## src/sv/wgps_pkg.sv

```systemverilog
`timescale 1ns / 1ps
package wgps_pkg;

  localparam int COORD_BITS    = 12;
  localparam int CORDIC_STAGES = 16;
  localparam int RING_COUNT    = 10;

  localparam int ATAN_LEN    = 24;
  localparam int STAGE_COUNT = (CORDIC_STAGES < ATAN_LEN) ? CORDIC_STAGES : ATAN_LEN;

  localparam int COLOR_W = 24;
  localparam int CH_W    = 8;
  localparam int DARK_W  = 8;
  localparam logic [DARK_W-1:0] DARK_RESET = DARK_W'(32);
  localparam int V_W     = 16;

  // vectoring
  localparam int VEC_FRAC = 14;
  localparam int VEC_W    = COORD_BITS + VEC_FRAC + 3;
  localparam int Z_W      = 18;

  // radius
  localparam int SQ_W   = 2 * COORD_BITS + 1;
  localparam int ROOT_W = COORD_BITS + 9;
  localparam int RAD_W  = 2 * ROOT_W;
  localparam int RAD_FRAC = 16;

  // v / 150, biased to a non-negative dividend
  localparam int DIV_N_W    = 30;
  localparam int DIV_STAGES = DIV_N_W / 2;
  localparam int DIV_R_W    = 8;
  localparam int Q_W        = 22;
  localparam int DIVISOR    = 150;
  localparam int DIV_BIAS   = 44;
  localparam int DIV_C      = 1789570;
  localparam int V_SHIFT    = 13;

  localparam int FRONT_A   = (STAGE_COUNT > ROOT_W) ? STAGE_COUNT : ROOT_W;
  localparam int FRONT_LAT = (FRONT_A > DIV_STAGES) ? FRONT_A : DIV_STAGES;

  // phase
  localparam int PI_Q13      = 25736;
  localparam int HALF_PI_Q13 = 12868;
  localparam int TWO_PI_Q13  = 2 * PI_Q13;
  localparam int PH_W        = 24;
  localparam int WRAP_STEPS  = 7;
  localparam int BIAS_WRAPS  = 64;
  localparam int PH_BIAS     = BIAS_WRAPS * TWO_PI_Q13 - DIV_C;

  // sine
  localparam int R_W      = 18;
  localparam int S_W      = 16;
  localparam int GAIN_Q14 = 9949;
  localparam int ONE_Q14  = 16384;
  localparam int SIN_LAT  = STAGE_COUNT + 5;

  // shading
  localparam int COEF_Q14    = 18022;
  localparam int OFF_SHIFT   = 20;
  localparam int OFF_PW      = S_W + 16;
  localparam int O_W         = 10;
  localparam int SUM_W       = ROOT_W + 2;
  localparam int T_W         = COORD_BITS + 1;
  localparam int RECIP10     = 52429;
  localparam int RECIP_SHIFT = 19;
  localparam int SHADE_LAT   = 4;

  localparam int TOTAL_LAT = 1 + FRONT_LAT + SIN_LAT + SHADE_LAT;

  typedef struct packed {
    logic                  vld;
    logic                  wzero;
    logic signed [Z_W-1:0] z;
  } vec_res_t;

  function automatic logic signed [Z_W-1:0] atan_q13(input int i);
    case (i)
      0:       atan_q13 = Z_W'(6434);
      1:       atan_q13 = Z_W'(3798);
      2:       atan_q13 = Z_W'(2007);
      3:       atan_q13 = Z_W'(1019);
      4:       atan_q13 = Z_W'(511);
      5:       atan_q13 = Z_W'(256);
      6:       atan_q13 = Z_W'(128);
      7:       atan_q13 = Z_W'(64);
      8:       atan_q13 = Z_W'(32);
      9:       atan_q13 = Z_W'(16);
      10:      atan_q13 = Z_W'(8);
      11:      atan_q13 = Z_W'(4);
      12:      atan_q13 = Z_W'(2);
      13:      atan_q13 = Z_W'(1);
      default: atan_q13 = '0;
    endcase
  endfunction

endpackage

```

## src/sv/wgps_div.sv

```systemverilog
`timescale 1ns / 1ps
module wgps_div
  import wgps_pkg::*;
(
  input  logic               clk,
  input  logic [DIV_N_W-1:0] in_n,
  output logic [Q_W-1:0]     out_q
);

  logic [DIV_N_W-1:0] n_r   [FRONT_LAT];
  logic [DIV_R_W-1:0] rem_r [FRONT_LAT];
  logic [Q_W-1:0]     q_r   [FRONT_LAT];

  for (genvar k = 0; k < FRONT_LAT; k++) begin : g_st
    logic [DIV_N_W-1:0] n_s;
    logic [DIV_R_W-1:0] rem_s;
    logic [Q_W-1:0]     q_s;
    logic [DIV_N_W-1:0] n_nxt;
    logic [DIV_R_W-1:0] rem_nxt;
    logic [Q_W-1:0]     q_nxt;
    logic [DIV_R_W:0]   t;

    if (k == 0) begin : g_first
      assign n_s   = in_n;
      assign rem_s = '0;
      assign q_s   = '0;
    end else begin : g_next
      assign n_s   = n_r[k-1];
      assign rem_s = rem_r[k-1];
      assign q_s   = q_r[k-1];
    end

    // two quotient bits a stage
    always_comb begin
      t       = '0;
      n_nxt   = n_s;
      rem_nxt = rem_s;
      q_nxt   = q_s;
      if (k < DIV_STAGES) begin
        for (int j = 0; j < 2; j++) begin
          t     = {rem_nxt, n_nxt[DIV_N_W-1]};
          n_nxt = n_nxt << 1;
          if (t >= (DIV_R_W+1)'(DIVISOR)) begin
            t     = t - (DIV_R_W+1)'(DIVISOR);
            q_nxt = {q_nxt[Q_W-2:0], 1'b1};
          end else begin
            q_nxt = {q_nxt[Q_W-2:0], 1'b0};
          end
          rem_nxt = t[DIV_R_W-1:0];
        end
      end
    end

    always_ff @(posedge clk) begin
      n_r[k]   <= n_nxt;
      rem_r[k] <= rem_nxt;
      q_r[k]   <= q_nxt;
    end
  end

  assign out_q = q_r[FRONT_LAT-1];

endmodule

```

## config.mk

```make
export PLATFORM = sky130hd
export DESIGN_NAME = wgps_div
export DESIGN_NICKNAME = d
export VERILOG_FILES = /design/src/sv/wgps_pkg.sv /design/src/sv/wgps_div.sv
export SDC_FILE = /design/constraint.sdc
export NUM_CORES = 1
export LEC_CHECK = 0
export ABC_AREA = 0
export BUFFER_PORTS_ARGS = -buffer_cell sky130_fd_sc_hd__buf_2
export CAP_MARGIN = 20
export CORE_AREA = 2 2 234 236
export DETAILED_ROUTE_END_ITERATION = 6
export DIE_AREA = 0 0 236 238
export SYNTH_ARGS = -nofsm -noshare
export SYNTH_HDL_FRONTEND = slang
export SYNTH_SLANG_ARGS = --single-unit
```

## constraint.sdc

```tcl
create_clock -name clk -period 3.7 [get_ports clk]
set_input_delay 0.185 -clock clk [delete_from_list [all_inputs] [get_ports clk]]
set_output_delay 0.185 -clock clk [all_outputs]
set_load 0.02 [all_outputs]
```

==> run metrics, run 1 <==
Slew headroom=0.572; reg2reg end=rem_r[3][10]; layout cells sized above 1=0.140; WP data required=4200 ps; clk buf depth=3; via count=8923; Non-Filler Instances=2129; grt ovf=0; max-cap violations=0; commonest register cell after synthesis=dfxtp_1; Skew-Pair Late Insertion Delay=610 ps; fin crit period=3340 ps; core area=0.0535 mm²; io pins=53; largest net degree at the start of global routing=18; Storage cell area=0.0112 mm²; Register-to-Register Path Depth=10; CP startpoint=rem_r[3][0]; Max FO, Critical Path=7; CTS Sinks=560; area of the die=0.0562 mm²; WHS Path Cells=2; Final Routed Wirelength=21.4 mm; Min-Delay Path Class=input pin to register; initial antenna violation count=0; # hold bufs at CTS=29; Worst EP arrival=3840 ps; Vias/cell=4.19; VDD IR-drop max=0.000471 V; Resized Gates After CTS=0; DR iter-0 viols=397; Net count, final=1442; sequential area share after synthesis=0.706; Yosys top cell area share=0.706; first-pass GRT wire length=36.7 mm; total placed cells including tap cells=1995; mean area per synthesized cell=12.5 µm²; Slew Limit Fails=0; buffer count from post-CTS setup fixing=0; Post-Syn Area=0.0159 mm²; setup TNS=0 ps; total CTS buffers=59; final setup fails=0; Reg-to-Reg Start=rem_r[3][0]; outcome=complete, no violations; CTS Root Cell=clkbuf_16; skew final=25.8 ps; Syn Inst Count=1267; syn_nets=1320; GP Congestion=0.805; post-route ant nets=0; FF-to-FF setup slack=360 ps; PortBufs=51; CP startpoint kind=register; CTS tree=done; Leak Pwr=0.00785 µW; die width=236 µm; number of global-route vias before repair=8326; Starting Density=0.297; row cnt=85; Tot GR Track Use=0.0762; end of the worst hold path=n_r[0][23]; area grow syn2layout=21.1%; f_max=0.299 GHz; Final period util=0.903; Synth area leader=dfxtp_1; Crit. End Element=register; critical path type=register to register; Die H=238 µm; FFs w/ async S/R, synth=0; Hold Vio Cnt, Final=0; hold_sp=in_n[21]; Least-Margin Pin Slew=642 ps; Pre-antenna DRT Iters=5; largest cells by area after synthesis=dfxtp_1 (71%), a21oi_1 (2.4%), xnor2_1 (2.3%); Post-synth EDFFs=0; clock slew at reported path FFs=60 ps; Fillers=5154; Post-route DRC=0; Ant. Diodes=0; H-tree levels=2; pwr dens=1070 mW/mm²; Detail Placement HPWL=13.0 mm; Synth Warn #=0; Routed wire per std cell=10.1 µm; unrepaired setup endpoints after global routing=false; Multi-input gate area=0.00447 mm²; distinct cell type count after synthesis=76; overall power=20600 µW; register bit total from synthesis=560
## cells by family after synthesis
| family | count (synthesis) | synth area share |
|---|---|---|
| AO/OA/AOI/OAI | 286 | 0.119 |
| multiplexers | 36 | 0.0247 |
| adder cells (fa/ha/maj) | 22 | 0.0173 |
| flip-flops | 560 | 0.706 |
| AND/OR/NAND/NOR | 235 | 0.0772 |
| buffers and inverters | 49 | 0.0121 |
| XOR/XNOR | 79 | 0.0436 |
## layout make-up
class,count,share of cell area
inverter,28,0.00547
timing repair buffer,82,0.0291
tap,696,0.0453
multi-input combinational,658,0.233
sequential,560,0.583
clock buffer,67,0.0799
clock inverter,38,0.0246
## flip-flops by register name (all words and copies together), names as in the netlist
| name | flops |
|---|---|
| n_r | 196 |
| q_r | 264 |
| rem_r | 100 |
## routing by layer
metal / track usage / wire, µm / up-vias
li1: - / - / 4656
met1: 0.0890 / 9940 / 4013
met2: 0.122 / 9360 / 183
met3: 0.0268 / 1320 / 71
met4: 0.0436 / 807 / 0
met5: 0 / 0 / -
## synthesized netlist by cell type, types with 19 or more instances
cell type	number
dfxtp_1	560
inv_1	27
ha_1	22
xor2_1	38
nand2b_1	20
mux2_2	23
nor2_1	62
a21o_1	20
a21oi_1	76
nand2_1	59
xnor2_1	41
o21ai_0	59
nand3_1	19
a31oi_1	19
## critical path: stages (launching register included)
cell      delay [ps]
dfxtp_1          360
ha_1             250
o21ai_1          320
a21o_1           280
mux2_2           410
ha_1             210
o21bai_1         180
a211oi_1         380
o21ai_1          180
or2_2            390
mux2_2           290
## worst max-delay path by stage
stage / to / slack [ps] / cells past startpoint
global route: rem_r[1][26] / 90 / 11
finish: rem_r[3][10] / 360 / 10
floorplan: rem_r[3][10] / 570 / 11
detailed placement: rem_r[3][10] / 400 / 10
global placement: rem_r[3][10] / 490 / 10
CTS: rem_r[3][10] / 390 / 10
## power by group
group / internal (µW) / switching, µW / leakage (µW)
logic: 2550 / 3130 / 0.00215
clock network: 3500 / 2360 / 0.000982
registers: 8100 / 931 / 0.00472
## through the flow
stage                     setup slack (ps)  utilization  hold WS, ps  cell area (µm²)
after floorplan                        571            -          213            15900
final                                  360        0.359          208            19200
after global routing                  91.2        0.359          170            19200
after detailed placement               403        0.316          289            16900
after CTS                              388        0.359          160            19200
after global placement                 489        0.316          287            16900
## cell usage in the layout (no fill, tap or decap), types with 19 or more instances in the layout
cell           count
dlygate4sd3_1     29
buf_2             51
xor2_1            38
nand2_1           59
nand2b_1          20
a21oi_1           76
clkbuf_16         59
inv_1             27
ha_1              22
dfxtp_1          560
nand3_1           19
xnor2_1           41
mux2_2            23
o21ai_0           59
a31oi_1           19
nor2_1            62
a21o_1            20
Power figures use the tool's default switching activity.
==> run 2: changes to the inputs <==
- ABC_AREA: 0 -> 1
- CORE_AREA: 2 2 234 236 -> 2 2 242 244
- DIE_AREA: 0 0 236 238 -> 0 0 244 246
- GPL_TIMING_DRIVEN: default -> 0
==> run metrics, run 2 <==
outcome=complete, no violations; Worst EP arrival=3030 ps (-810 ps); post-route ant nets=0 (unchanged); Die H=246 µm (+3.4%); Synth area leader=dfxtp_1; max-cap violations=0 (unchanged); CTS Root Cell=clkbuf_16; Crit. End Element=register; first-pass GRT wire length=43.3 mm (+18%); Most common cell on crit path=nand2_1; layout cells sized above 1=0.146 (+0.00530); max incr delay on CP=330 ps (-80 ps); Synth Warn #=0 (unchanged); PortBufs=51 (unchanged); most frequent cells in the layout=dfxtp_1 (560), nand2_1 (480), inv_1 (147), nor2_1 (101), nand4_1 (76); distinct cell type count after synthesis=30 (-61%); Skew-Pair Late Insertion Delay=600 ps (about the same); Detail Placement HPWL=16.4 mm (+26%); sequential area share after synthesis=0.657 (-0.0494); Slew Limit Fails=0 (unchanged); mean area per synthesized cell=9.99 µm² (-20%); CP startpoint kind=register; max FFs per register=264 (unchanged); Least-Margin Pin Slew=657 ps (+15.7 ps); Setup crit end=rem_r[1][20]; CP startpoint=rem_r[1][8]; clk buf depth=3 (unchanged); FF-to-FF setup slack=1160 ps (+800 ps); final setup fails=0 (unchanged); Yosys top cell area share=0.657 (-0.0494); Slowest cell on crit path=dfxtp_1; Routed wire per std cell=9.23 µm (-8.3%); Post-synth EDFFs=0 (unchanged); largest net degree at the start of global routing=16 (-2); grt ovf=0 (unchanged); row cnt=88 (+3.5%); Final period util=0.686 (-0.217); Vias/cell=3.98 (-5.0%); via count=10598 (+19%); fin crit period=2540 ps (-804 ps); area of the die=0.0600 mm² (+6.9%); Post-route DRC=0 (unchanged); register bit total from synthesis=560 (unchanged); Register-to-Register Path Depth=15 (+5); Net count, final=1902 (+32%); Reg-to-Reg Start=rem_r[1][8]; setup TNS=0 ps (unchanged); critical path type=register to register; Final Routed Wirelength=24.6 mm (+15%); io pins=53 (unchanged); Max FO, Critical Path=7 (unchanged); reg2reg end=rem_r[1][20]; H-tree levels=2 (unchanged); CTS tree=done; Pre-antenna DRT Iters=4 (-1); Slew headroom=0.559 (-0.0134); commonest register cell after synthesis=dfxtp_1; CTS Sinks=560 (unchanged); syn_nets=1762 (+33%); Ant. Diodes=0 (unchanged); die width=244 µm (+3.4%); Syn Inst Count=1709 (+35%); top-count cell post-synth=dfxtp_1; Cell Chain, Critical Path=ha_1 -> o21ai_2 -> nor2_1 -> nor2_2 -> nand3_1 -> and2_1 -> ha_1 -> inv_1 -> nand3_1 -> nand2_1 -> nand3_2 -> nand2_4 -> nand3_4 -> nand2_1 -> nand2_1; post-layout util=0.359 (about the same); buffer count from post-CTS setup fixing=0 (unchanged); Tot GR Track Use=0.0837 (+0.00755); Min-Delay Path Class=input pin to register; Top Registers=q_r x264, n_r x196, rem_r x100; unrepaired setup endpoints after global routing=false; total CTS buffers=58 (-1.7%); skew final=19.7 ps (-6.15 ps); largest cells by area after synthesis=dfxtp_1 (66%), nand2_1 (11%), inv_1 (3.2%); Hold Vio Cnt, Final=0 (unchanged); WP data required=4190 ps (about the same); area grow syn2layout=20.7%; commonest non-fill, non-tap cell in the layout=dfxtp_1; core area=0.0574 mm² (+7.2%); FFs w/ async S/R, synth=0 (unchanged); Post-Syn Area=0.0171 mm² (+7.5%); DR iter-0 viols=423 (+6.5%); initial antenna violation count=0 (unchanged); Starting Density=0.298 (+0.000810); f_max=0.394 GHz (+32%); GP Congestion=0.809 (+0.42%); Reg with most FFs=q_r; number of global-route vias before repair=10161 (+22%); clock slew at reported path FFs=60 ps (about the same); Post-synth top cells=dfxtp_1 (560), nand2_1 (480), inv_1 (147)
==> run 2: stage by stage <==
step	cell area [µm²]	setup WS [ps]	hold slack (ps)	std cells
floorplan	17100	1530	213	1709
global placement	18300	1220	287	2525
detailed placement	18300	1170	289	2525
CTS	20600	1140	159	2661
global route	20600	885	176	2661
finish	20600	1160	211	2661
==> run 2: how the worst min path moves through the flow <==
stage	startpoint	endpoint	slack [ps]	depth (start not counted)
after floorplan	in_n[8]	n_r[0][10]	210	0
after global placement	in_n[1]	n_r[0][3]	290	1
after detailed placement	in_n[16]	n_r[0][18]	290	1
after CTS	in_n[17]	n_r[0][19]	160	2
after global routing	in_n[14]	n_r[0][16]	180	2
final	in_n[28]	rem_r[0][0]	210	2
==> run 2: layout make-up <==
type / count / area, µm²
fillers: 5599 / 36800
flip-flops and latches: 560 / 11200
multi-input cells: 985 / 5230
clock buffers: 67 / 1540
well taps: 765 / 957
inverters: 162 / 608
repair buffers: 80 / 546
clock inverters: 40 / 497
plain buffers: 2 / 22.5
==> run 2: logic make-up after synthesis <==
group / synth area share
and+or+nand+nor: 0.237
DFF: 0.657
buffers and inverters: 0.0369
xor gates and xnor gates: 0.0328
AOI/OAI and AO/OA: 0.0205
adders and majority gates: 0.0161
==> run 2: worst max-delay path, delay by kind of cell (launching register included) <==
family | cells | cell delay (ps)
simple gates | 11 | 1400
fa+ha+maj | 2 | 450
flops | 1 | 330
compound gates | 1 | 190
buf+inv | 1 | 50
==> run 2: metal layers <==
layer | vias up | track usage | share of wire
met5 | - | 0 | 0
met4 | 0 | 0.0445 | 0.036
met3 | 73 | 0.0247 | 0.052
met2 | 157 | 0.141 | 0.45
met1 | 4670 | 0.0954 | 0.46
li1 | 5698 | - | -
==> run 2: repair_timing <==
item                                   CTS  global route
resized for setup                        0             0
endpoints found under the hold margin   29             0
setup endpoints to repair                0             0
hold buffers                            29             0
Power of run 2 is not shown: default switching activity piles up to over one toggle a cycle in this logic, so the estimate is an artifact.
==> run 3: changes to the inputs <==
- clock period: 3.7 -> 2.4 ns (I/O delays scaled with it)
==> run metrics, run 3 (synthesized netlist as in run 2, its figures left out) <==
reg2reg end=rem_r[1][20]; layout cells sized above 1=0.203 (+0.0571); DR iter-0 viols=398 (-5.9%); Crit. End Element=register; area grow syn2layout=24.4%; H-tree levels=2 (unchanged); total placed cells including tap cells=2525 (unchanged); Final period util=0.957 (+0.272); clock slew at reported path FFs=60 ps (about the same); skew final=20.4 ps (+0.692 ps); CTS Root Cell=clkbuf_16; Register-to-Register Path Depth=15 (unchanged); number of global-route vias before repair=10236 (+0.74%); Reg-to-Reg Start=rem_r[1][8]; PortBufs=51 (unchanged); Post-DP Area=0.0183 mm² (unchanged); Hold Vio Cnt, Final=0 (unchanged); max-cap violations=0 (unchanged); CP bufs+invs=1 (unchanged); fin crit period=2300 ps (-239 ps); Reg with most FFs=q_r; most frequent cells in the layout=dfxtp_1 (536), nand2_1 (452), inv_1 (144), nor2_1 (97), nand4_1 (76); via count=10801 (+1.9%); grt ovf=0 (unchanged); Post-route DRC=0 (unchanged); f_max=0.435 GHz (+10%); post-route ant nets=0 (unchanged); Slew headroom=0.556 (-0.00267); first-pass GRT wire length=43.7 mm (+0.86%); Skew-Pair Late Insertion Delay=600 ps (about the same); commonest non-fill, non-tap cell in the layout=dfxtp_1; Vias/cell=4.00 (+0.48%); Detail Placement HPWL=16.4 mm (unchanged); Slew Limit Fails=0 (unchanged); final setup fails=0 (unchanged); CP startpoint kind=register; FF-to-FF setup slack=100 ps (-1060 ps); total CTS buffers=58 (unchanged); Starting Density=0.298 (unchanged); Non-Filler Instances=2699 (+1.4%); Ant. Diodes=0 (unchanged); Least-Margin Pin Slew=661 ps (+3.98 ps); critical path type=register to register; Min-Delay Path Class=input pin to register; end of the worst hold path=rem_r[0][0]; Routed wire per std cell=9.57 µm (+3.6%); Worst EP arrival=2790 ps (-240 ps); largest delay contributor family on the critical path=simple AND/OR/NAND/NOR gates; CP startpoint=rem_r[1][8]; core area=0.0574 mm² (unchanged); row cnt=88 (unchanged); Final Hold Slack=145 ps (-66.6 ps); outcome=complete, no violations; WHS Path Cells=2 (unchanged); CTS tree=done; max FFs per register=264 (unchanged); Net count, final=1940 (+2.0%); Slowest cell on crit path=dfxtp_2; area of the die=0.0600 mm² (unchanged); fin area=0.0212 mm² (+3.1%); GP Congestion=0.809 (unchanged); Pre-antenna DRT Iters=5 (+1); clk buf depth=3 (unchanged); initial antenna violation count=0 (unchanged); Top Registers=q_r x264, n_r x196, rem_r x100; Tot GR Track Use=0.0845 (+0.000798); die width=244 µm (unchanged); io pins=53 (unchanged); max incr delay on CP=340 ps (about the same); setup TNS=0 ps (unchanged); CTS Sinks=560 (unchanged); Die H=246 µm (unchanged); WP data required=2890 ps (-1300 ps); Max FO, Critical Path=7 (unchanged); Cell Chain, Critical Path=ha_4 -> o21ai_4 -> nor2_1 -> nor2_2 -> nand3_1 -> and2_4 -> ha_1 -> inv_1 -> nand3_2 -> nand2_2 -> nand3_2 -> nand2_4 -> nand3_4 -> nand2_1 -> nand2_1; Crit. path cell count=15 (unchanged); hold_sp=in_n[28]; Final Routed Wirelength=25.8 mm (+5.1%); largest net degree at the start of global routing=16 (unchanged)
[run 3: cell types whose count changed in the layout (fill, tap and decap cells not counted), sizes merged]
cell,delta
buf,+38
[run 3: per-stage QoR]
stage / util / setup WS (ps)
after floorplan: - / 226
after global placement: 0.319 / -82.8
after detailed placement: 0.319 / -133
after CTS: 0.361 / 1.69
after global routing: 0.370 / -44.2
final: 0.370 / 102
[run 3: worst register-to-register path, cell delays in order, from the launching register on]
cell     delay (ps)
dfxtp_2         340
ha_4            170
o21ai_4         180
nor2_1           80
nor2_2          140
nand3_1         120
and2_4          190
ha_1            190
inv_1            80
nand3_2         100
nand2_2         100
nand3_2         110
nand2_4         130
nand3_4         110
nand2_1          80
nand2_1          50
[run 3: final cells by class]
| cell class | instances | area, µm² |
|---|---|---|
| well taps | 765 | 957 |
| clock buffers | 67 | 1540 |
| clock inverters | 40 | 497 |
| fillers | 5564 | 36100 |
| plain buffers | 2 | 22.5 |
| multi-input cells | 985 | 5530 |
| inverters | 162 | 608 |
| flip-flops and latches | 560 | 11200 |
| repair buffers | 118 | 843 |
[run 3: worst max-delay path by stage]
stage                    to
6_report       rem_r[1][20]
5_1_grt        rem_r[2][31]
4_1_cts         rem_r[1][7]
3_5_place_dp   rem_r[1][20]
3_3_place_gp   rem_r[1][20]
2_1_floorplan  rem_r[1][10]
[run 3: timing repair]
action	CTS	global route
setup buffers	7	31
endpoints found under the hold margin	29	0
hold buffers	29	0
pin swaps	10	35
setup endpoints to repair	41	78
gates resized for setup	13	90
[run 3: metal layers]
| metal | up-vias | wire length [µm] | global-route usage |
|---|---|---|---|
| met5 | - | 0 | 0 |
| met1 | 4796 | 11600 | 0.0961 |
| li1 | 5769 | - | - |
| met3 | 78 | 1260 | 0.0249 |
| met4 | 0 | 911 | 0.0447 |
| met2 | 158 | 12100 | 0.143 |
Power of run 3 is left out for the same reason.
