===== src/sv/wgps_pkg.sv =====
`timescale 1ns / 1ps
package wgps_pkg;

  localparam int COORD_BITS    = 12;
  localparam int CORDIC_STAGES = 16;
  localparam int RING_COUNT    = 10;

  localparam int ATAN_LEN    = 24;
  localparam int STAGE_COUNT = (CORDIC_STAGES < ATAN_LEN) ? CORDIC_STAGES : ATAN_LEN;

  localparam int COLOR_W = 24;
  localparam int CH_W    = 8;
  localparam int DARK_W  = 8;
  localparam logic [DARK_W-1:0] DARK_RESET = DARK_W'(32);
  localparam int V_W     = 16;

  // vectoring
  localparam int VEC_FRAC = 14;
  localparam int VEC_W    = COORD_BITS + VEC_FRAC + 3;
  localparam int Z_W      = 18;

  // radius
  localparam int SQ_W   = 2 * COORD_BITS + 1;
  localparam int ROOT_W = COORD_BITS + 9;
  localparam int RAD_W  = 2 * ROOT_W;
  localparam int RAD_FRAC = 16;

  // v / 150, biased to a non-negative dividend
  localparam int DIV_N_W    = 30;
  localparam int DIV_STAGES = DIV_N_W / 2;
  localparam int DIV_R_W    = 8;
  localparam int Q_W        = 22;
  localparam int DIVISOR    = 150;
  localparam int DIV_BIAS   = 44;
  localparam int DIV_C      = 1789570;
  localparam int V_SHIFT    = 13;

  localparam int FRONT_A   = (STAGE_COUNT > ROOT_W) ? STAGE_COUNT : ROOT_W;
  localparam int FRONT_LAT = (FRONT_A > DIV_STAGES) ? FRONT_A : DIV_STAGES;

  // phase
  localparam int PI_Q13      = 25736;
  localparam int HALF_PI_Q13 = 12868;
  localparam int TWO_PI_Q13  = 2 * PI_Q13;
  localparam int PH_W        = 24;
  localparam int WRAP_STEPS  = 7;
  localparam int BIAS_WRAPS  = 64;
  localparam int PH_BIAS     = BIAS_WRAPS * TWO_PI_Q13 - DIV_C;

  // sine
  localparam int R_W      = 18;
  localparam int S_W      = 16;
  localparam int GAIN_Q14 = 9949;
  localparam int ONE_Q14  = 16384;
  localparam int SIN_LAT  = STAGE_COUNT + 5;

  // shading
  localparam int COEF_Q14    = 18022;
  localparam int OFF_SHIFT   = 20;
  localparam int OFF_PW      = S_W + 16;
  localparam int O_W         = 10;
  localparam int SUM_W       = ROOT_W + 2;
  localparam int T_W         = COORD_BITS + 1;
  localparam int RECIP10     = 52429;
  localparam int RECIP_SHIFT = 19;
  localparam int SHADE_LAT   = 4;

  localparam int TOTAL_LAT = 1 + FRONT_LAT + SIN_LAT + SHADE_LAT;

  typedef struct packed {
    logic                  vld;
    logic                  wzero;
    logic signed [Z_W-1:0] z;
  } vec_res_t;

  function automatic logic signed [Z_W-1:0] atan_q13(input int i);
    case (i)
      0:       atan_q13 = Z_W'(6434);
      1:       atan_q13 = Z_W'(3798);
      2:       atan_q13 = Z_W'(2007);
      3:       atan_q13 = Z_W'(1019);
      4:       atan_q13 = Z_W'(511);
      5:       atan_q13 = Z_W'(256);
      6:       atan_q13 = Z_W'(128);
      7:       atan_q13 = Z_W'(64);
      8:       atan_q13 = Z_W'(32);
      9:       atan_q13 = Z_W'(16);
      10:      atan_q13 = Z_W'(8);
      11:      atan_q13 = Z_W'(4);
      12:      atan_q13 = Z_W'(2);
      13:      atan_q13 = Z_W'(1);
      default: atan_q13 = '0;
    endcase
  endfunction

endpackage


===== src/sv/wgps_sqrt.sv =====
`timescale 1ns / 1ps
module wgps_sqrt
  import wgps_pkg::*;
(
  input  logic              clk,
  input  logic [RAD_W-1:0]  in_rad,
  output logic [ROOT_W-1:0] out_root
);

  localparam int REM_W = ROOT_W + 2;

  logic [RAD_W-1:0]  rad_r  [FRONT_LAT];
  logic [REM_W-1:0]  rem_r  [FRONT_LAT];
  logic [ROOT_W-1:0] root_r [FRONT_LAT];

  for (genvar k = 0; k < FRONT_LAT; k++) begin : g_st
    logic [RAD_W-1:0]  rad_s;
    logic [REM_W-1:0]  rem_s;
    logic [ROOT_W-1:0] root_s;
    logic [RAD_W-1:0]  rad_nxt;
    logic [REM_W-1:0]  rem_nxt;
    logic [ROOT_W-1:0] root_nxt;
    logic [REM_W+1:0]  cand;
    logic [REM_W+1:0]  trial;

    if (k == 0) begin : g_first
      assign rad_s  = in_rad;
      assign rem_s  = '0;
      assign root_s = '0;
    end else begin : g_next
      assign rad_s  = rad_r[k-1];
      assign rem_s  = rem_r[k-1];
      assign root_s = root_r[k-1];
    end

    always_comb begin
      cand  = {rem_s, rad_s[RAD_W-1 -: 2]};
      trial = (REM_W+2)'({root_s, 2'b01});
      if (k < ROOT_W) begin
        rad_nxt = rad_s << 2;
        if (cand >= trial) begin
          rem_nxt  = REM_W'(cand - trial);
          root_nxt = {root_s[ROOT_W-2:0], 1'b1};
        end else begin
          rem_nxt  = REM_W'(cand);
          root_nxt = {root_s[ROOT_W-2:0], 1'b0};
        end
      end else begin
        rad_nxt  = rad_s;
        rem_nxt  = rem_s;
        root_nxt = root_s;
      end
    end

    always_ff @(posedge clk) begin
      rad_r[k]  <= rad_nxt;
      rem_r[k]  <= rem_nxt;
      root_r[k] <= root_nxt;
    end
  end

  assign out_root = root_r[FRONT_LAT-1];

endmodule


===== config.mk =====
export PLATFORM = sky130hd
export DESIGN_NAME = wgps_sqrt
export DESIGN_NICKNAME = d
export VERILOG_FILES = /design/src/sv/wgps_pkg.sv /design/src/sv/wgps_sqrt.sv
export SDC_FILE = /design/constraint.sdc
export NUM_CORES = 1
export LEC_CHECK = 0
export BUFFER_PORTS_ARGS = -buffer_cell sky130_fd_sc_hd__buf_2
export CORE_ASPECT_RATIO = 0.75
export CORE_MARGIN = 10
export CORE_UTILIZATION = 50
export CTS_CLUSTER_SIZE = 24
export DETAILED_ROUTE_END_ITERATION = 12
export PLACE_DENSITY = 0.73
export SLEW_MARGIN = 20
export SYNTH_ARGS = -nofsm -noshare
export SYNTH_HDL_FRONTEND = slang
export SYNTH_SLANG_ARGS = --single-unit
export TNS_END_PERCENT = 10

===== constraint.sdc =====
create_clock -name clk -period 3.8 [get_ports clk]
set_input_delay 0 -clock clk [delete_from_list [all_inputs] [get_ports clk]]
set_output_delay 0 -clock clk [all_outputs]
set_load 0.05 [all_outputs]

==> Flow_metrics.wiki, run 1 <==
{| class="wikitable"
! Metric !! Value
|-
| Status || finished clean
|-
| Nets in the synthesized netlist || 4148
|-
| Floorplan Core Area || 0.07740 sq mm
|-
| Die extent in x || 343.8 um
|-
| Total of max-cap violations || 0
|-
| Worst min-delay path endpoint || root_r[0][0]$_DFF_P_
|-
| Vias in the first global route || 25200
|-
| Fin Clk Skew || 0.06228 ns
|-
| Bufs on Longest Clock Path || 3
|-
| Number of hold violations in the final report || 0
|-
| Routed WL per cell || 15.81 um
|-
| Area taken by flip-flops and latches || 0.02166 sq mm
|-
| #FFs+latches synth || 1082
|-
| TritonRoute pass-1 iters || 5
|-
| Total standard cell area after synthesis || 0.03932 sq mm
|-
| Reg2reg setup slack || 0.35 ns
|-
| Clock latency of the later-clocked register in the worst-skew pair || 0.68 ns
|-
| Critical R2R Capture || rem_r[4][81]$_DFF_P_
|-
| Utilization after layout || 0.5828
|-
| Overflow left after global routing || 0
|-
| Final Wtd Congestion || 0.8927
|-
| Portion of the clock cycle consumed by the worst path in the final layout || 0.9075
|-
| Hold Path Depth || 3
|-
| RSZ-0062 raised after global routing || false
|-
| Clock transition at path regs || 0.07 ns
|-
| Total setup violations reported at the end of the flow || 0
|-
| Path depth of the worst reg2reg path || 10
|-
| Die height || 262.8 um
|-
| Power per Cell Area || 662.1 mW/mm^2
|-
| Tightest slew margin relative to the limit || 0.3791
|-
| Num CTS Buffers || 97
|-
| Area of the multi-input gates || 0.01621 sq mm
|-
| Count of pins over their slew limit || 0
|-
| Category of the critical setup timing path || flop to flop
|-
| Vias || 26690
|-
| Start point of the worst min-delay path || in_rad[40]
|-
| Reported leakage power || 21.01 nW
|-
| Critical path launch point type || flop
|-
| Commonest register cell after synthesis || sky130_fd_sc_hd__dfxtp_1
|-
| DRC || 0
|-
| Cell types occupying the most area after synthesis || sky130_fd_sc_hd__dfxtp_1, sky130_fd_sc_hd__ha_1, sky130_fd_sc_hd__xnor2_1
|-
| Floorplan die area || 0.09036 sq mm
|-
| Clock sinks || 1082
|-
| Number of enable flip-flop cells after synthesis || 0
|-
| CP max FO || 9
|-
| F_max || 290.0 MHz
|-
| Initial detailed-routing violation count || 2208
|-
| IR Drop Worst-Case VDD || 0.0004691 V
|-
| Std cell rows || 88
|-
| Post-synthesis average cell area || 10.21 sq um
|-
| Count of unique library cells instantiated by Yosys || 79
|-
| Root Driver || sky130_fd_sc_hd__clkbuf_16
|-
| Vias per Instance || 5.165
|-
| Number of buffers added for setup after CTS || 0
|-
| Required arrival time at the worst endpoint || 4.34 ns
|-
| DP Wirelength || 59.89 mm
|-
| Number of inserted filler cells in the final layout || 6396
|-
| CTS tree || done
|-
| Class of the tightest hold or removal check || input port to flop
|-
| Share of post-route cells with drive strength above 1 || 0.07720
|-
| IO Pins || 64
|-
| Yosys warning total || 0
|-
| Post-CTS resize count || 0
|-
| Total length of routed wires || 81.72 mm
|-
| CTS hold repair buffers || 83
|-
| Final-stage net count || 4356
|-
| Summed negative setup slack over all endpoints || 0 ns
|-
| Capturing element type of the critical path || flop
|-
| Pin count of the biggest net entering global routing || 35
|-
| Transition time at the pin with the least slew margin || 0.9290 ns
|-
| Count of port buffers added during placement || 63
|-
| Number of nets with antenna violations after detailed routing || 0
|-
| Number of instances in the synthesized netlist || 3852
|-
| Number of antenna violations at the first check in global routing || 1
|-
| CP Data Arrival Time || 3.99 ns
|-
| Time the final worst path needs with I/O delays and setup || 3.448 ns
|-
| Proportion of register bits with asynchronous set or reset after synthesis || 0
|-
| Yosys top cell by area || sky130_fd_sc_hd__dfxtp_1
|-
| FF-to-FF Start || root_r[4][43]$_DFF_P_
|-
| Overall fraction of global-route tracks in use || 0.1786
|-
| Number of levels the H-tree was split into || 3
|-
| Area growth syn-to-layout || 14.74%
|-
| Share of the synthesized area in the top cell type || 0.5509
|-
| Wire length of the first global-routing pass || 133.5 mm
|-
| Part of the Yosys area used for sequential elements || 0.5509
|-
| Starting utilization of the core area || 0.5079
|}
[Yosys cell counts, types with 45 or more instances]
master and instances:
sky130_fd_sc_hd__nand2_1 265, sky130_fd_sc_hd__dfxtp_1 1082, sky130_fd_sc_hd__nand2b_1 47, sky130_fd_sc_hd__ha_1 253, sky130_fd_sc_hd__a21o_1 66, sky130_fd_sc_hd__o21ai_0 212, sky130_fd_sc_hd__xor2_1 165, sky130_fd_sc_hd__nand3_1 64
sky130_fd_sc_hd__nor4_1 59, sky130_fd_sc_hd__xnor2_1 165, sky130_fd_sc_hd__inv_1 323, sky130_fd_sc_hd__a21oi_1 217, sky130_fd_sc_hd__nor3_1 96, sky130_fd_sc_hd__nor2_1 224, sky130_fd_sc_hd__o21a_1 53, sky130_fd_sc_hd__clkbuf_1 57
sky130_fd_sc_hd__or3_1 45
[flip-flops by register name (all words and copies together) (netlist names)]
name,flops
rad_r,420
rem_r,431
root_r,231
[placed cells by master, fill, tap and decap left out, drive strengths merged, types with 20 or more instances in the layout]
cell type,count
a211oi,20
a21o,66
a21oi,217
buf,95
clkbuf,132
dfxtp,1082
dlygate4sd3,83
ha,253
inv,329
mux2,28
nand2,265
nand2b,47
nand3,65
nand4,31
nor2,224
nor2b,32
nor3,96
nor4,59
o21a,53
o21ai,214
o31ai,33
or2,23
or3,46
or4,26
xnor2,165
xor2,165
[metal layers]
metal | vias up | track usage | routed length (um)
met5 | - | 0 | 0
met1 | 12220 | 0.2765 | 42670
li1 | 13640 | - | -
met4 | 0 | 0.04025 | 1317
met2 | 735 | 0.2333 | 30490
met3 | 99 | 0.05781 | 7245
[area by class of cell]
class                           count  area share
Multi-Input combinational cell   2377      0.3592
Timing Repair Buffer              178     0.03128
Antenna cell                        1  0.00005547
Tap cell                         1035     0.02871
Inverter                          324     0.02696
Sequential cell                  1082      0.4801
Clock inverter                     39     0.01337
Clock buffer                      132     0.06027
[where the power goes]
group / switching (mW) / internal (mW) / total, mW
combinational: 2.85 / 2.35 / 5.20
clock: 4.25 / 5.80 / 10.1
sequential: 1.34 / 13.3 / 14.6
total: 8.44 / 21.4 / 29.9
[kinds of logic (layout without fill, tap and decap cells)]
family,after synthesis,count (layout),share of synthesized area
DFF,1082,1082,0.5509
other,1,2,0.00009538
and+or+nand+nor,997,997,0.1267
buffers and inverters,393,673,0.03781
AOI/OAI and AO/OA,759,759,0.1201
xor gates and xnor gates,330,330,0.07351
muxes,37,37,0.01031
adders and majority gates,253,253,0.08051
[stage by stage]
step	power, mW	worst slack (ns)	hold WS (ns)	cells	cell area (sq um)
after floorplan	18.38	0.8704	0.02772	3852	39320
after CTS	29.97	0.4945	0.07585	5167	45110
final	29.87	0.3516	0.1261	5168	45110
after detailed placement	19.83	0.5746	0.1036	4913	40950
after global placement	19.71	0.5902	0.1019	4913	40950
after global routing	31.40	0.2262	0.1187	5168	45110
[worst max path at each step]
stage,cells after the start,slack (ns),start,to
finish,10,0.35,root_r[4][43]$_DFF_P_,rem_r[4][81]$_DFF_P_
CTS,10,0.49,root_r[4][43]$_DFF_P_,rem_r[4][81]$_DFF_P_
global placement,10,0.59,root_r[4][43]$_DFF_P_,rem_r[4][79]$_DFF_P_
detailed placement,10,0.57,root_r[4][43]$_DFF_P_,rem_r[4][81]$_DFF_P_
global route,10,0.23,root_r[4][43]$_DFF_P_,rem_r[4][81]$_DFF_P_
floorplan,10,0.87,rem_r[1][10]$_DFF_P_,rem_r[1][45]$_DFF_P_
[critical path, cell delays in order, from the launching register on]
cell	delay [ns]
sky130_fd_sc_hd__dfxtp_1	0.34
sky130_fd_sc_hd__inv_1	0.05
sky130_fd_sc_hd__ha_1	0.37
sky130_fd_sc_hd__a21oi_1	0.22
sky130_fd_sc_hd__a21oi_1	0.13
sky130_fd_sc_hd__o311ai_0	0.54
sky130_fd_sc_hd__a21oi_1	0.19
sky130_fd_sc_hd__o221ai_1	0.48
sky130_fd_sc_hd__o21a_1	0.39
sky130_fd_sc_hd__inv_1	0.28
sky130_fd_sc_hd__mux2_2	0.33
(Power assumes the default switching activity.)
==> inputs of run 2 (changes only) <==
--- a/config.mk
+++ b/config.mk
@@ -6,12 +6,14 @@
 export NUM_CORES = 1
 export LEC_CHECK = 0
 export BUFFER_PORTS_ARGS = -buffer_cell sky130_fd_sc_hd__buf_2
+export CELL_PAD_IN_SITES_DETAIL_PLACEMENT = 1
+export CELL_PAD_IN_SITES_GLOBAL_PLACEMENT = 1
 export CORE_ASPECT_RATIO = 0.75
 export CORE_MARGIN = 10
 export CORE_UTILIZATION = 50
 export CTS_CLUSTER_SIZE = 24
 export DETAILED_ROUTE_END_ITERATION = 12
-export PLACE_DENSITY = 0.73
+export PLACE_DENSITY = 0.86
 export SLEW_MARGIN = 20
 export SYNTH_ARGS = -nofsm -noshare
 export SYNTH_HDL_FRONTEND = slang
==> Flow_metrics.wiki, run 2 (synthesized netlist as in run 1, its figures left out) <==
{| class="wikitable"
! Metric !! Value
|-
| Wire length of the first global-routing pass || 168.2 mm (+26%)
|-
| Vias || 28370 (+6.3%)
|-
| Clock sinks || 1082 (unchanged)
|-
| Area growth syn-to-layout || 15.21%
|-
| Fin Clk Skew || 0.04738 ns (-0.01490 ns)
|-
| Critical path launch point type || flop
|-
| Number of nets with antenna violations after detailed routing || 0 (unchanged)
|-
| Initial detailed-routing violation count || 1738 (-21%)
|-
| Reported leakage power || 21.09 nW (+0.37%)
|-
| CP Data Arrival Time || 4.11 ns (+0.12 ns)
|-
| Die extent in x || 343.8 um (unchanged)
|-
| Reported net switching power || 9.282 mW (+10%)
|-
| Number of antenna violations at the first check in global routing || 1 (unchanged)
|-
| IO Pins || 64 (unchanged)
|-
| Count of pins over their slew limit || 0 (unchanged)
|-
| Top cell by count, worst path || sky130_fd_sc_hd__a21oi_1
|-
| Clock network fraction of total power || 0.342 (+0.005)
|-
| F_max || 282.3 MHz (-2.6%)
|-
| Status || finished clean
|-
| Die height || 262.8 um (unchanged)
|-
| Total of max-cap violations || 0 (unchanged)
|-
| Pin count of the biggest net entering global routing || 37 (+5.7%)
|-
| Internal portion of total power || 21.70 mW (+1.3%)
|-
| Number of hold violations in the final report || 0 (unchanged)
|-
| Total length of routed wires || 105.4 mm (+29%)
|-
| DP Wirelength || 71.13 mm (+19%)
|-
| Highest-count cells in the layout ignoring fill and taps || sky130_fd_sc_hd__dfxtp_1, sky130_fd_sc_hd__inv_1, sky130_fd_sc_hd__nand2_1
|-
| Final-stage net count || 4354 (-0.046%)
|-
| Power per Cell Area || 683.9 mW/mm^2 (+3.3%)
|-
| Overflow left after global routing || 0 (unchanged)
|-
| IR Drop Worst-Case VDD || 0.0005230 V (+12%)
|-
| Critical-path top delay cell || sky130_fd_sc_hd__o311ai_0
|-
| Total setup violations reported at the end of the flow || 0 (unchanged)
|-
| Number of flip-flops in the largest register || 431 (unchanged)
|-
| Routed WL per cell || 20.38 um (+29%)
|-
| Time the final worst path needs with I/O delays and setup || 3.542 ns (+0.09337 ns)
|-
| Bufs on Longest Clock Path || 3 (unchanged)
|-
| Vias in the first global route || 30410 (+21%)
|-
| Final Wtd Congestion || 0.8787 (-1.6%)
|-
| Register with the highest flop count || rem_r
|-
| Vias per Instance || 5.483 (+6.2%)
|-
| Commonest non-fill, non-tap cell in the layout || sky130_fd_sc_hd__dfxtp_1
|-
| Std cell rows || 88 (unchanged)
|-
| Transition time at the pin with the least slew margin || 0.9678 ns (+0.03876 ns)
|-
| TritonRoute pass-1 iters || 5 (unchanged)
|-
| CTS tree || done
|-
| Root Driver || sky130_fd_sc_hd__clkbuf_16
|-
| Floorplan die area || 0.09036 sq mm (unchanged)
|-
| Starting utilization of the core area || 0.5079 (unchanged)
|-
| CP max FO || 25 (+16)
|-
| DRC || 0 (unchanged)
|-
| Sequential fraction of design power || 0.479 (-0.010)
|-
| Largest registers || rem_r: 431 flops, rad_r: 420 flops, root_r: 231 flops
|-
| Post-CTS resize count || 0 (unchanged)
|-
| Capturing element type of the critical path || flop
|-
| Share of post-route cells with drive strength above 1 || 0.07951 (+0.002305)
|-
| Summed negative setup slack over all endpoints || 0 ns (unchanged)
|-
| Worst-case hold slack || 0.1184 ns (-0.007765 ns)
|-
| Number of levels the H-tree was split into || 3 (unchanged)
|-
| Floorplan Core Area || 0.07740 sq mm (unchanged)
|-
| CTS hold repair buffers || 83 (unchanged)
|-
| Clock transition at path regs || 0.06 ns (about the same)
|-
| Cell breakdown of the critical path || inv_1 -> ha_1 -> a21oi_1 -> a21oi_1 -> o311ai_0 -> a21oi_1 -> o221ai_1 -> buf_4 -> o21a_1 -> buf_4 -> nor2_1 -> a22o_1
|-
| Overall fraction of global-route tracks in use || 0.2280 (+0.04944)
|-
| RSZ-0062 raised after global routing || false
|-
| Number of inserted filler cells in the final layout || 8370 (+31%)
|-
| Number of buffers added for setup after CTS || 0 (unchanged)
|-
| Category of the critical setup timing path || flop to flop
|-
| Part of the power in combinational logic || 0.179 (+0.005)
|-
| Area taken by flip-flops and latches || 0.02166 sq mm (unchanged)
|-
| Fraction of power spent switching nets || 0.2996 (+0.01704)
|-
| Required arrival time at the worst endpoint || 4.36 ns (+0.02 ns)
|-
| Num CTS Buffers || 97 (unchanged)
|-
| Count of port buffers added during placement || 63 (unchanged)
|-
| Tightest slew margin relative to the limit || 0.3518 (-0.02729)
|-
| Clock latency of the later-clocked register in the worst-skew pair || 0.71 ns (+0.03 ns)
|-
| Slowest stage delay, CP || 0.60 ns (+0.06 ns)
|-
| Area of the multi-input gates || 0.01620 sq mm (about the same)
|-
| Class of the tightest hold or removal check || input port to flop
|-
| Portion of the clock cycle consumed by the worst path in the final layout || 0.9320 (+0.02457)
|}
-- run 2: cell type report --
type / instances / share of cell area
repair buffers: 176 / 0.03077
diodes: 1 / 0.00005525
flip-flops and latches: 1082 / 0.4782
clock buffers: 132 / 0.06091
multi-input cells: 2377 / 0.3577
inverters: 324 / 0.02685
clock inverters: 47 / 0.01688
well taps: 1035 / 0.02859
-- run 2: worst paths after layout --
| kind | to | depth (start not counted) | slack, ns | from |
|---|---|---|---|---|
| worst min-delay path | root_r[0][0]$_DFF_P_ | 3 | 0.12 | in_rad[40] |
| worst max-delay path | rem_r[4][82]$_DFF_P_ | 12 | 0.26 | root_r[4][43]$_DFF_P_ |
| worst min register to register | rad_r[0][79]$_DFF_P_ | 0 | 0.32 | rad_r[0][37]$_DFF_P_ |
| worst max register to register | rem_r[4][82]$_DFF_P_ | 12 | 0.26 | root_r[4][43]$_DFF_P_ |
-- run 2: critical path: cells and delay by family (launching register included) --
| family | cells | cell delay [ns] |
|---|---|---|
| flip-flops | 1 | 0.34 |
| AO/OA/AOI/OAI | 7 | 1.99 |
| AND/OR/NAND/NOR | 1 | 0.12 |
| adder cells (fa/ha/maj) | 1 | 0.38 |
| buffers and inverters | 3 | 0.59 |
-- run 2: power groups by stage --
stage / clock network, mW / logic (mW) / registers [mW]
2_1_floorplan: 0 / 3.97 / 14.4
3_3_place_gp: 0 / 4.94 / 14.9
3_5_place_dp: 0 / 5.22 / 15.0
4_1_cts: 10.7 / 5.46 / 14.8
5_1_grt: 11.3 / 6.10 / 15.0
6_report: 10.6 / 5.55 / 14.8
-- run 2: per-stage QoR --
step | power [mW] | instance area, sq um | std cells | worst slack [ns] | utilization
floorplan | 18.38 | 39320 | 3852 | 0.8704 | -
detailed placement | 20.21 | 40930 | 4910 | 0.5170 | 0.5288
CTS | 31.00 | 45280 | 5172 | 0.4335 | 0.5850
global placement | 19.82 | 40930 | 4910 | 0.7552 | 0.5288
finish | 30.98 | 45300 | 5174 | 0.2582 | 0.5852
global route | 32.45 | 45290 | 5173 | 0.1893 | 0.5852
-- run 2: metal layers --
metal | vias up | part of all wire | track usage
met1 | 13960 | 0.47 | 0.3122
met3 | 179 | 0.049 | 0.04132
li1 | 13590 | - | -
met5 | - | 0 | 0
met4 | 0 | 0.023 | 0.06326
met2 | 639 | 0.45 | 0.3650
==> inputs of run 3 (changes only) <==
--- a/config.mk
+++ b/config.mk
@@ -13,6 +13,7 @@
 export CORE_UTILIZATION = 50
 export CTS_CLUSTER_SIZE = 24
 export DETAILED_ROUTE_END_ITERATION = 12
+export HOLD_SLACK_MARGIN = 0.15
 export PLACE_DENSITY = 0.86
 export SLEW_MARGIN = 20
 export SYNTH_ARGS = -nofsm -noshare
==> Flow_metrics.wiki, run 3 (synthesized netlist as in run 1, its figures left out) <==
{| class="wikitable"
! Metric !! Value
|-
| DP Wirelength || 71.13 mm (unchanged)
|-
| Final Total Pwr || 30.99 mW (about the same)
|-
| Clock transition at path regs || 0.07 ns (about the same)
|-
| Reported leakage power || 21.10 nW (about the same)
|-
| Post-CTS resize count || 0 (unchanged)
|-
| Portion of the clock cycle consumed by the worst path in the final layout || 0.9352 (+0.003178)
|-
| Number of inserted filler cells in the final layout || 8366 (-0.048%)
|-
| Time the final worst path needs with I/O delays and setup || 3.554 ns (+0.01208 ns)
|-
| Number of hold violations in the final report || 0 (unchanged)
|-
| Starting utilization of the core area || 0.5079 (unchanged)
|-
| IR Drop Worst-Case VDD || 0.0005272 V (+0.79%)
|-
| Critical R2R Capture || rem_r[4][82]$_DFF_P_
|-
| Total setup violations reported at the end of the flow || 0 (unchanged)
|-
| Largest registers || rem_r: 431 flops, rad_r: 420 flops, root_r: 231 flops
|-
| Final Wtd Congestion || 0.8787 (unchanged)
|-
| Fraction of power spent switching nets || 0.2998 (about the same)
|-
| Least setup slack across all paths after layout || 0.2462 ns (-0.01208 ns)
|-
| Wire length of the first global-routing pass || 168.5 mm (+0.23%)
|-
| Worst min-delay path endpoint || rad_r[0][79]$_DFF_P_
|-
| Vias per Instance || 5.506 (+0.43%)
|-
| Utilization after layout || 0.5854 (about the same)
|-
| Register with the highest flop count || rem_r
|-
| Area growth syn-to-layout || 15.25% (about the same)
|-
| Bufs on Longest Clock Path || 3 (unchanged)
|-
| Area of the multi-input gates || 0.01620 sq mm (unchanged)
|-
| DRC || 0 (unchanged)
|-
| TritonRoute pass-1 iters || 6 (+1)
|-
| Number of buffers added for setup after CTS || 0 (unchanged)
|-
| Reg2reg setup slack || 0.25 ns (about the same)
|-
| Clock latency of the later-clocked register in the worst-skew pair || 0.72 ns (about the same)
|-
| Count of pins over their slew limit || 0 (unchanged)
|-
| Clock network fraction of total power || 0.342 (about the same)
|-
| Post-place setup slack || 0.5170 ns (unchanged)
|-
| Critical path launch point type || flop
|-
| Transition time at the pin with the least slew margin || 0.9394 ns (-0.02841 ns)
|-
| Vias in the first global route || 30460 (+0.17%)
|-
| CP Data Arrival Time || 4.12 ns (about the same)
|-
| Power per Cell Area || 683.9 mW/mm^2 (about the same)
|-
| Num CTS Buffers || 97 (unchanged)
|-
| Floorplan die area || 0.09036 sq mm (unchanged)
|-
| Clock sinks || 1082 (unchanged)
|-
| Pin count of the biggest net entering global routing || 37 (unchanged)
|-
| Std cell rows || 88 (unchanged)
|-
| F_max || 281.4 MHz (-0.34%)
|-
| Number of levels the H-tree was split into || 3 (unchanged)
|-
| Vias || 28500 (+0.45%)
|-
| Fin Clk Skew || 0.04909 ns (+0.001703 ns)
|-
| Total length of routed wires || 105.6 mm (+0.20%)
|-
| Highest-count cells in the layout ignoring fill and taps || sky130_fd_sc_hd__dfxtp_1, sky130_fd_sc_hd__inv_1, sky130_fd_sc_hd__nand2_1
|-
| Sequential fraction of design power || 0.479 (about the same)
|-
| Number of nets with antenna violations after detailed routing || 0 (unchanged)
|-
| Required arrival time at the worst endpoint || 4.37 ns (about the same)
|-
| Finished layout cell area || 0.04531 sq mm (about the same)
|-
| FF-to-FF Start || root_r[4][43]$_DFF_P_
|-
| Start point of the worst min-delay path || rad_r[0][37]$_DFF_P_
|-
| Root Driver || sky130_fd_sc_hd__clkbuf_16
|-
| Final-stage net count || 4356 (+0.046%)
|-
| Path depth of the worst reg2reg path || 12 (unchanged)
|-
| Diodes inserted || 0 (-1)
|-
| Hold Path Depth || 0 (-3)
|-
| RSZ-0062 raised after global routing || false
|-
| Routed WL per cell || 20.41 um (+0.18%)
|-
| Count of port buffers added during placement || 63 (unchanged)
|-
| Share of post-route cells with drive strength above 1 || 0.07947 (about the same)
|-
| Die extent in x || 343.8 um (unchanged)
|-
| Area taken by flip-flops and latches || 0.02166 sq mm (unchanged)
|-
| Number of flip-flops in the largest register || 431 (unchanged)
|-
| Internal portion of total power || 21.70 mW (about the same)
|-
| Class of the tightest hold or removal check || flop to flop
|-
| Reported net switching power || 9.291 mW (+0.10%)
|-
| Overall fraction of global-route tracks in use || 0.2286 (+0.0005853)
|-
| Summed negative setup slack over all endpoints || 0 ns (unchanged)
|-
| CTS tree || done
|-
| Floorplan Core Area || 0.07740 sq mm (unchanged)
|-
| Total of max-cap violations || 0 (unchanged)
|-
| Number of antenna violations at the first check in global routing || 1 (unchanged)
|-
| Tightest slew margin relative to the limit || 0.3708 (+0.01903)
|-
| CP max FO || 25 (unchanged)
|-
| Part of the power in combinational logic || 0.179 (about the same)
|-
| Initial detailed-routing violation count || 1665 (-4.2%)
|-
| Category of the critical setup timing path || flop to flop
|-
| Overflow left after global routing || 0 (unchanged)
|-
| Commonest non-fill, non-tap cell in the layout || sky130_fd_sc_hd__dfxtp_1
|-
| Capturing element type of the critical path || flop
|-
| CTS hold repair buffers || 85 (+2.4%)
|-
| IO Pins || 64 (unchanged)
|-
| Cell area after placement || 0.04093 sq mm (unchanged)
|-
| Die height || 262.8 um (unchanged)
|-
| Status || finished clean
|}
## run 3: changes by cell type in the layout (fill, tap and decap cells not counted), sizes merged
cell         before  now
dlygate4sd3      83   85
diode             1    0
## run 3: through the flow
stage,std cells,hold WS [ns]
after CTS,5174,0.3188
after detailed placement,4910,0.1040
after floorplan,3852,0.02772
after global placement,4910,0.1019
after global routing,5175,0.3245
final,5175,0.3224
## run 3: how the worst max path moves through the flow
stage          slack (ns)  cells after the start                   from                   end
4_1_cts              0.43                     12  root_r[4][43]$_DFF_P_  rem_r[4][82]$_DFF_P_
2_1_floorplan        0.87                     10   rem_r[1][10]$_DFF_P_  rem_r[1][45]$_DFF_P_
3_5_place_dp         0.52                     11  root_r[1][70]$_DFF_P_  rem_r[2][18]$_DFF_P_
3_3_place_gp         0.76                      9   rem_r[0][79]$_DFF_P_  rem_r[1][12]$_DFF_P_
5_1_grt              0.19                     10  root_r[4][43]$_DFF_P_  rem_r[4][90]$_DFF_P_
6_report             0.25                     12  root_r[4][43]$_DFF_P_  rem_r[4][82]$_DFF_P_
## run 3: final cells by class
| class | instances | area share |
|---|---|---|
| Sequential cell | 1082 | 0.4780 |
| Clock buffer | 132 | 0.06088 |
| Multi-Input combinational cell | 2377 | 0.3576 |
| Timing Repair Buffer | 178 | 0.03120 |
| Tap cell | 1035 | 0.02858 |
| Inverter | 324 | 0.02684 |
| Clock inverter | 47 | 0.01687 |
## run 3: worst max-delay path: stages (launching register included)
cell and delay [ns]:
sky130_fd_sc_hd__dfxtp_1 0.34, sky130_fd_sc_hd__inv_1 0.06, sky130_fd_sc_hd__ha_1 0.38, sky130_fd_sc_hd__a21oi_1 0.25, sky130_fd_sc_hd__a21oi_1 0.13, sky130_fd_sc_hd__o311ai_0 0.60, sky130_fd_sc_hd__a21oi_1 0.22, sky130_fd_sc_hd__o221ai_1 0.43
sky130_fd_sc_hd__buf_4 0.23, sky130_fd_sc_hd__o21a_1 0.16, sky130_fd_sc_hd__buf_4 0.31, sky130_fd_sc_hd__nor2_1 0.12, sky130_fd_sc_hd__a22o_1 0.21
## run 3: routing by layer
metal / routed length, um / up-vias / share of wire / track usage
li1: - / 13590 / - / -
met1: 49370 / 14010 / 0.47 / 0.3124
met4: 2461 / 0 / 0.023 / 0.06372
met3: 5695 / 175 / 0.054 / 0.04140
met2: 48110 / 726 / 0.46 / 0.3666
met5: 0 / - / 0 / 0
## run 3: power by group through the flow
stage	sequential (mW)	clock, mW	combinational (mW)
final	14.8	10.6	5.56
after global placement	14.9	0	4.94
after floorplan	14.4	0	3.97
after global routing	15.0	11.3	6.11
after CTS	14.8	10.7	5.46
after detailed placement	15.0	0	5.22
